[src/rtl/core/pheromone_matrix_update_core_assert.svh]
// Assertion macros shared by the pheromone matrix RTL.
// Both macros expect i_clk and i_rst_n in scope.
`ifndef PHEROMONE_MATRIX_UPDATE_CORE_ASSERT_SVH
`define PHEROMONE_MATRIX_UPDATE_CORE_ASSERT_SVH

// Same-cycle implication.
`define PMU_ASSERT_IMPLY(label, ante, cons) \
    label: assert property (@(posedge i_clk) disable iff (!i_rst_n) (ante) |-> (cons)) \
        else $error("pheromone matrix: same-cycle check failed");

// Next-cycle implication.
`define PMU_ASSERT_NEXT(label, ante, cons) \
    label: assert property (@(posedge i_clk) disable iff (!i_rst_n) (ante) |=> (cons)) \
        else $error("pheromone matrix: next-cycle check failed");

`endif

[src/rtl/core/pmu_pkg.sv]
`timescale 1ns / 1ps
// ----------------------------------------------------------------------------
// pmu_pkg
// Shared types and constants for the pheromone matrix update core.
// ----------------------------------------------------------------------------
package pmu_pkg;

    localparam int NODES   = 64;
    localparam int DEPTH   = NODES * NODES;
    localparam int ADDR_W  = $clog2(DEPTH);
    localparam int CNT_W   = $clog2(DEPTH + 1);

    localparam int CMD_W   = 2;
    localparam int NODE_W  = 6;
    localparam int LEN_W   = 24;
    localparam int AMT_W   = 16;
    localparam int FRAC_W  = 16;
    localparam int LEVEL_W = 32;

    // from_node, to_node, path_length; padded to whole bytes
    localparam int S_TDATA_W = 40;
    localparam int M_TDATA_W = 32;

    localparam int CFG_IDX_W  = 8;
    localparam int CFG_DATA_W = 16;

    localparam int DIV_W     = 32;
    localparam int REM_W     = LEN_W + 1;
    localparam int DIV_CNT_W = $clog2(DIV_W);

    localparam logic [CMD_W-1:0] CMD_DEPOSIT   = 2'd0;
    localparam logic [CMD_W-1:0] CMD_EVAPORATE = 2'd1;
    localparam logic [CMD_W-1:0] CMD_READ      = 2'd2;

    localparam logic [CFG_IDX_W-1:0] REG_DEPOSIT_AMOUNT = 8'd0;
    localparam logic [CFG_IDX_W-1:0] REG_RETAIN_FACTOR  = 8'd1;

    localparam logic [AMT_W-1:0]  DEPOSIT_AMOUNT_RST = 16'd1;
    localparam logic [FRAC_W-1:0] RETAIN_FACTOR_RST  = 16'd58982;

    typedef enum logic [2:0] {
        S_CLEAR,
        S_IDLE,
        S_DIV,
        S_DEP_RD,
        S_DEP_WR,
        S_RD,
        S_EVAP,
        S_RESP
    } t_state;

    typedef struct packed {
        logic             start;
        logic [DIV_W-1:0] dividend;
        logic [LEN_W-1:0] divisor;
    } t_div_req;

    typedef struct packed {
        logic             done;
        logic [DIV_W-1:0] quotient;
    } t_div_rsp;

endpackage

[src/rtl/core/pmu_div.sv]
`timescale 1ns / 1ps
// ----------------------------------------------------------------------------
// pmu_div
// Restoring divider, one quotient bit per cycle, 32-bit by 24-bit unsigned.
// ----------------------------------------------------------------------------
module pmu_div (
    input  logic              i_clk,
    input  logic              i_rst_n,
    input  pmu_pkg::t_div_req i_req,
    output pmu_pkg::t_div_rsp o_rsp
);
    import pmu_pkg::*;

    logic                 r_busy;
    logic                 r_done;
    logic [DIV_CNT_W-1:0] r_cnt;
    logic [LEN_W-1:0]     r_rem;
    logic [DIV_W-1:0]     r_quo;
    logic [LEN_W-1:0]     r_den;

    logic [REM_W-1:0] trial;
    logic [REM_W-1:0] diff;
    logic             q_bit;

    assign trial = {r_rem, r_quo[DIV_W-1]};
    assign q_bit = (trial >= {1'b0, r_den});
    assign diff  = trial - {1'b0, r_den};

    always_ff @(posedge i_clk) begin
        if (!i_rst_n) begin
            r_busy <= 1'b0;
            r_done <= 1'b0;
            r_cnt  <= '0;
        end else begin
            r_done <= 1'b0;
            if (i_req.start) begin
                r_busy <= 1'b1;
                r_cnt  <= '0;
            end else if (r_busy) begin
                r_cnt <= r_cnt + 1'b1;
                if (r_cnt == DIV_CNT_W'(DIV_W - 1)) begin
                    r_busy <= 1'b0;
                    r_done <= 1'b1;
                end
            end
        end
    end

    always_ff @(posedge i_clk) begin
        if (i_req.start) begin
            r_rem <= '0;
            r_quo <= i_req.dividend;
            r_den <= i_req.divisor;
        end else if (r_busy) begin
            r_rem <= q_bit ? diff[LEN_W-1:0] : trial[LEN_W-1:0];
            r_quo <= {r_quo[DIV_W-2:0], q_bit};
        end
    end

    assign o_rsp.done     = r_done;
    assign o_rsp.quotient = r_quo;

endmodule

[config.mk]
export PLATFORM = sky130hd
export DESIGN_NAME = pmu_div
export DESIGN_NICKNAME = d
export VERILOG_FILES = /design/src/rtl/core/pheromone_matrix_update_core_assert.svh /design/src/rtl/core/pmu_pkg.sv /design/src/rtl/core/pmu_div.sv
export SDC_FILE = /design/constraint.sdc
export NUM_CORES = 1
export LEC_CHECK = 0
export ABC_AREA = 0
export BUFFER_PORTS_ARGS = -buffer_cell sky130_fd_sc_hd__buf_2
export CAP_MARGIN = 20
export CORE_MARGIN = 8
export CORE_UTILIZATION = 30
export CTS_BUF_LIST = sky130_fd_sc_hd__clkbuf_8
export CTS_CLUSTER_SIZE = 30
export DETAILED_ROUTE_END_ITERATION = 10
export GPL_ROUTABILITY_DRIVEN = 0
export HOLD_SLACK_MARGIN = 0.15
export RECOVER_POWER = 25
export SYNTH_ARGS = -nofsm -noshare
export SYNTH_HDL_FRONTEND = slang
export SYNTH_SLANG_ARGS = --single-unit
[constraint.sdc]
create_clock -name i_clk -period 2.6 [get_ports i_clk]
set_input_delay 0.13 -clock i_clk [delete_from_list [all_inputs] [get_ports i_clk]]
set_output_delay 0.13 -clock i_clk [all_outputs]
set_load 0.02 [all_outputs]
After elaboration in Yosys (flattened, before gate mapping):

Index checks and enable logic that the tools add are counted.

* register bits after elaboration: 87
* bits of input ports: 59
* output and inout bits: 33
* logic and storage cells: 22

* $add $sub $neg: 2
* order comparisons: 1
* equality and inequality tests: 1
* mux-type cells: 7
* bitwise logic cells: 2
* reductions and logical operators: 3

Operators with widths (number)
* 32-bit two-way mux: 2
* 25-bit by 24-bit >= comparator with 1-bit output: 1
* 24-bit two-way mux: 1
* 24-bit subtractor: 1
* 5-bit by 1-bit adder with 5-bit output, second input constant: 1
* 5-bit equality test, second input constant: 1
* 1-bit two-way mux: 4
* 3-bit OR reduction: 1
* 1-bit NOT: 2
* 2-bit nonzero test: 1
* 2-bit OR reduction: 1

Longest topological paths before layout:

* depth after elaboration: 4
* gate-level depth with buffers: 13

Worst setup path after synthesis:

OpenSTA, ideal clock, no wires.

* kind: register to register
* start point: register r_quo[31]
* end point: register r_rem[22]
* library setup time: 133 ps
* arrival: 2549 ps
* data required time: 2467 ps
* path slack: -82 ps
* stages on the path, launching flop included: 12
* buffers on the path: 0
* cell sequence: edfxtp_1 -> inv_1 -> ha_1 -> fa_1 -> nor2b_4 -> o31a_1 -> o41a_1 -> a211oi_2 -> nor3_1 -> a221oi_2 -> mux2i_1 -> a21oi_1

* word-level cells in the longest chain between the ends: 2
* elaborated cells between the ends (all ways): 3
* those cells by class: add/sub (1); order compare (1); mux (1)

RTL lines
* start, declared: line pmu_div.sv:18 `logic [DIV_W-1:0] r_quo;`
* start signal, assigned: line pmu_div.sv:52 `r_quo <= i_req.dividend;`
* start signal, assigned: line pmu_div.sv:56 `r_quo <= {r_quo[DIV_W-2:0], q_bit};`
* 24-bit subtractor or 25-bit by 24-bit >= comparator with 1-bit output (tied branches): line pmu_div.sv:27, pmu_div.sv:26
* 24-bit two-way mux (*): line pmu_div.sv:55 `r_rem <= q_bit ? diff[LEN_W-1:0] : trial[LEN_W-1:0];`
* end signal, assigned: line pmu_div.sv:55
* end, declared: line pmu_div.sv:17 `logic [LEN_W-1:0] r_rem;`

Every way passes the cells marked *; elsewhere a longest branch is shown, timed or not.
A chain may end at the register's enable or synchronous reset.

Worst setup path after layout:

* start point: register r_quo[31]
* end point: register r_rem[16]

The elaborated chain is that of the path after synthesis.

==> results.yml <==
outcome:
  status: "finished with violations"
  failed_checks: "negative setup slack"
route:
  first_pass_iters: 4
  via_per_inst: 4.69
  vias: 3898
  drtAntennaViolNets: 0
  drc: 0
  drt_iter0_markers: 202
  wl_per_cell_um: 14.6
  routed_wirelength_mm: 12.1
clock_network:
  clock-sinks: 87
  numCtsBuffers: 9
  cts-root-buf: "clkbuf_8"
  holdBufCountCts: 57
  cts_tree: "built"
  clkTransAtPathRegs_ns: 0.10
  clockBufferDepth: 2
  insertion_delay_ns: 0.38
  htree_levels: 3
grt:
  grt.total_usage_pct: 12.1
  grt_start_max_net_pins: 51
  antenna_found_initial: 0
  grt_pass1_vias: 4096
  grt.overflow.total: 0
  grt_pass1_wl_mm: 19.7
synth:
  synth-xor-area-share_pct: 3.68
  ys_warn_count: 0
  synth_area_sq_um: 4750
  ys_seq_area_share_pct: 48.4
  synth.area.mux_share_pct: 10.1
  synth_top_family_by_area: "compound AO/OA/AOI/OAI gates"
  synth-simple-area-share_pct: 11.2
  synth-compound-area-share_pct: 14.9
  avgSynthCellArea_sq_um: 10.6
  async_flop_share_pct: 0
  synthAdderAreaFrac_pct: 7.26
  synth_cells: 450
  ys_types: 52
  syn_nets: 536
  synth_seq_cells: 87
  synth-edff-count: 56
  ys.flop_type: "edfxtp_1"
critical_path:
  r2r-start: "r_quo[31]"
  criticalPathCategory: "reg2reg"
  crit_family: "compound AO/OA/AOI/OAI gates"
  path_cells: "inv_1, ha_2, fa_2, nor2b_4, o31a_1, o41a_1, buf_4, a21o_4, o21ai_2, a21oi_2, xor2_1, a211o_1"
  startpoint_type: "register"
  slowest_stage: "edfxtp_1"
  critPathMaxStageDelay_ns: 0.40
  worstPathArrival_ns: 2.95
  crit_buf_inv: 2
  crit_fanout: 4
  endpoint_kind: "register"
  worstPathRequired_ns: 2.87
  r2r.worst_path.cells: 12
  r2r-end: "r_rem[16]"
  rrSetupSlack_ns: -0.08
sta:
  post-route-period-util_pct: 103
  fin_crit_ns: 2.68
  setup_viol: 2
  rsz0062_at_grt: "yes"
  worst_pin_slew_ns: 0.757
  finalWorstSetupSlack_ns: -0.0846
  slew_headroom_pct: 49.6
  clock_skew_ns: 0.0203
  clock.fmax_ghz: 0.372
  hold_viol_final: 0
  drv_slew: 0
hold_path:
  hold_class: "in2reg"
  hold_path_end: "r_rem[22]"
  hold_start: "i_req[56]"
  holdPathStages: 2
die:
  die_x_um: 142
  fp.dieArea_sq_um: 20100
  start_util_pct: 30.3
  dieHeight_um: 142
  rows: 46
  design.core.area_sq_um: 15700
  pin_count: 92
cells_and_area:
  fillers: 1498
  layout.cells.non_filler: 832
  fin_util_pct: 41.7
  drive_gt1_share_pct: 30.8
  nets: 697
  syn_to_final_growth_pct: 37.8
  diodes: 0
pwr:
  power_density_nw_per_um2: 576
  ir_drop_mv: 0.425
  p_leak_nw: 2.83
flow_run:
  cap_viol_max_count: 0
placed_design:
  hpwlAfterDp_mm: 8.25
  place_inst: 748
  portBuffers: 91
-- metrics by stage --
step / setup TNS (ns) / hold slack (ns) / cell area (sq um) / total power [W] / setup slack, ns
6_report: -0.146 / 0.109 / 6550 / 0.00377 / -0.0846
3_5_place_dp: -0.140 / 0.308 / 5520 / 0.00266 / -0.0801
2_1_floorplan: -0.0567 / 0.229 / 4760 / 0.00237 / -0.0413
3_3_place_gp: -0.0268 / 0.308 / 5520 / 0.00265 / -0.0182
5_1_grt: -1.06 / 0.114 / 6550 / 0.00401 / -0.249
4_1_cts: -0.0779 / 0.0921 / 6300 / 0.00370 / -0.0779
-- routing by layer --
layer / vias to the layer above / routed length [um] / track usage [%]
li1: 1963 / - / -
met1: 1817 / 5400 / 14.0
met2: 104 / 5550 / 19.4
met3: 14 / 991 / 5.98
met4: 0 / 187 / 3.45
met5: - / 0 / 0
-- cell type report --
class                           count  area [sq um]  share of cell area [%]
Multi-Input combinational cell    311          2390                    36.6
Sequential cell                    87          2300                    35.1
Timing Repair Buffer              170          1270                    19.4
Tap cell                          216           270                    4.13
Clock buffer                        9           124                    1.89
Inverter                           32           120                    1.83
Clock inverter                      7          67.6                    1.03
-- worst register-to-register path, cell delays in order, from the launching register on --
cell	delay [ns]
edfxtp_1	0.40
inv_1	0.07
ha_2	0.20
fa_2	0.23
nor2b_4	0.05
o31a_1	0.25
o41a_1	0.40
buf_4	0.17
a21o_4	0.21
o21ai_2	0.14
a21oi_2	0.08
xor2_1	0.14
a211o_1	0.25
-- power breakdown --
group	switching (W)	internal, W
Clock	0.000504	0.000441
Sequential	0.0000702	0.00161
Combinational	0.000600	0.000548
-- Yosys cell counts, drive strengths merged, types with 2 or more instances --
master / count / area share [%]
o211ai: 2 / 0.32
o31ai: 2 / 0.32
mux2i: 13 / 2.7
o2111ai: 2 / 0.37
and3: 4 / 0.53
edfxtp: 56 / 35
a311oi: 2 / 0.37
nand4b: 2 / 0.37
nor3: 6 / 0.63
buf: 5 / 0.68
a21o: 12 / 1.9
nand2b: 5 / 0.66
nor2b: 3 / 0.55
nor3b: 2 / 0.32
o21ai: 16 / 1.7
clkbuf: 15 / 1.2
a211oi: 20 / 3.3
dfxtp: 31 / 13
ha: 26 / 6.8
o31a: 2 / 0.37
o21a: 3 / 0.47
xnor2: 14 / 2.6
nor2: 53 / 4.2
nand2: 23 / 1.8
xor2: 6 / 1.1
inv: 32 / 2.5
a211o: 3 / 0.55
nand4: 5 / 0.66
a31oi: 2 / 0.26
a21oi: 33 / 3.6
mux2: 31 / 7.3
nand3: 5 / 0.53
-- what timing repair did --
| action | CTS | global route |
|---|---|---|
| endpoints found under the hold margin | 77 | 14 |
| setup endpoints to repair | 6 | 24 |
| gates cloned | 0 | 2 |
| gates resized for setup | 3 | 32 |
| pin swaps | 1 | 19 |
| buffers inserted | 1 | 8 |
-- worst max path at each step --
stage | endpoint | from | cells after the start | slack, ns
after floorplan | r_rem[22] | r_quo[31] | 11 | -0.04
after global placement | r_rem[16] | r_quo[31] | 11 | -0.02
after detailed placement | r_rem[22] | r_quo[31] | 11 | -0.08
after CTS | r_rem[22] | r_quo[31] | 11 | -0.08
after global routing | r_rem[22] | r_quo[31] | 11 | -0.25
final | r_rem[16] | r_quo[31] | 12 | -0.08
-- state kept, by name (all words and copies together) (netlist names) --
signal and count:
r_busy 1, r_cnt 5, r_den 24, r_done 1, r_quo 32, r_rem 24
-- cells in the final DEF (no fill, tap or decap), drive strengths merged, types with 3 or more instances in the layout --
cell type,netlist,final
a211o,3,3
a211oi,20,20
a21o,12,12
a21oi,33,33
and3,4,4
buf,5,110
clkbuf,15,12
dfxtp,31,31
dlygate4sd3,0,57
edfxtp,56,56
ha,26,26
inv,32,35
mux2,31,31
mux2i,13,13
nand2,23,23
nand2b,5,5
nand3,5,5
nand4,5,5
nor2,53,53
nor2b,3,3
nor3,6,6
o21a,3,3
o21ai,16,16
xnor2,14,14
xor2,6,6
-- cells by family (layout without fill, tap and decap cells) --
family | after synthesis | count (layout)
simple gates | 114 | 114
compound gates | 106 | 106
flops | 87 | 87
buf+inv | 52 | 218
mux | 44 | 44
fa+ha+maj | 27 | 27
xor+xnor | 20 | 20
No activity file was read; power rests on OpenSTA's default activity.
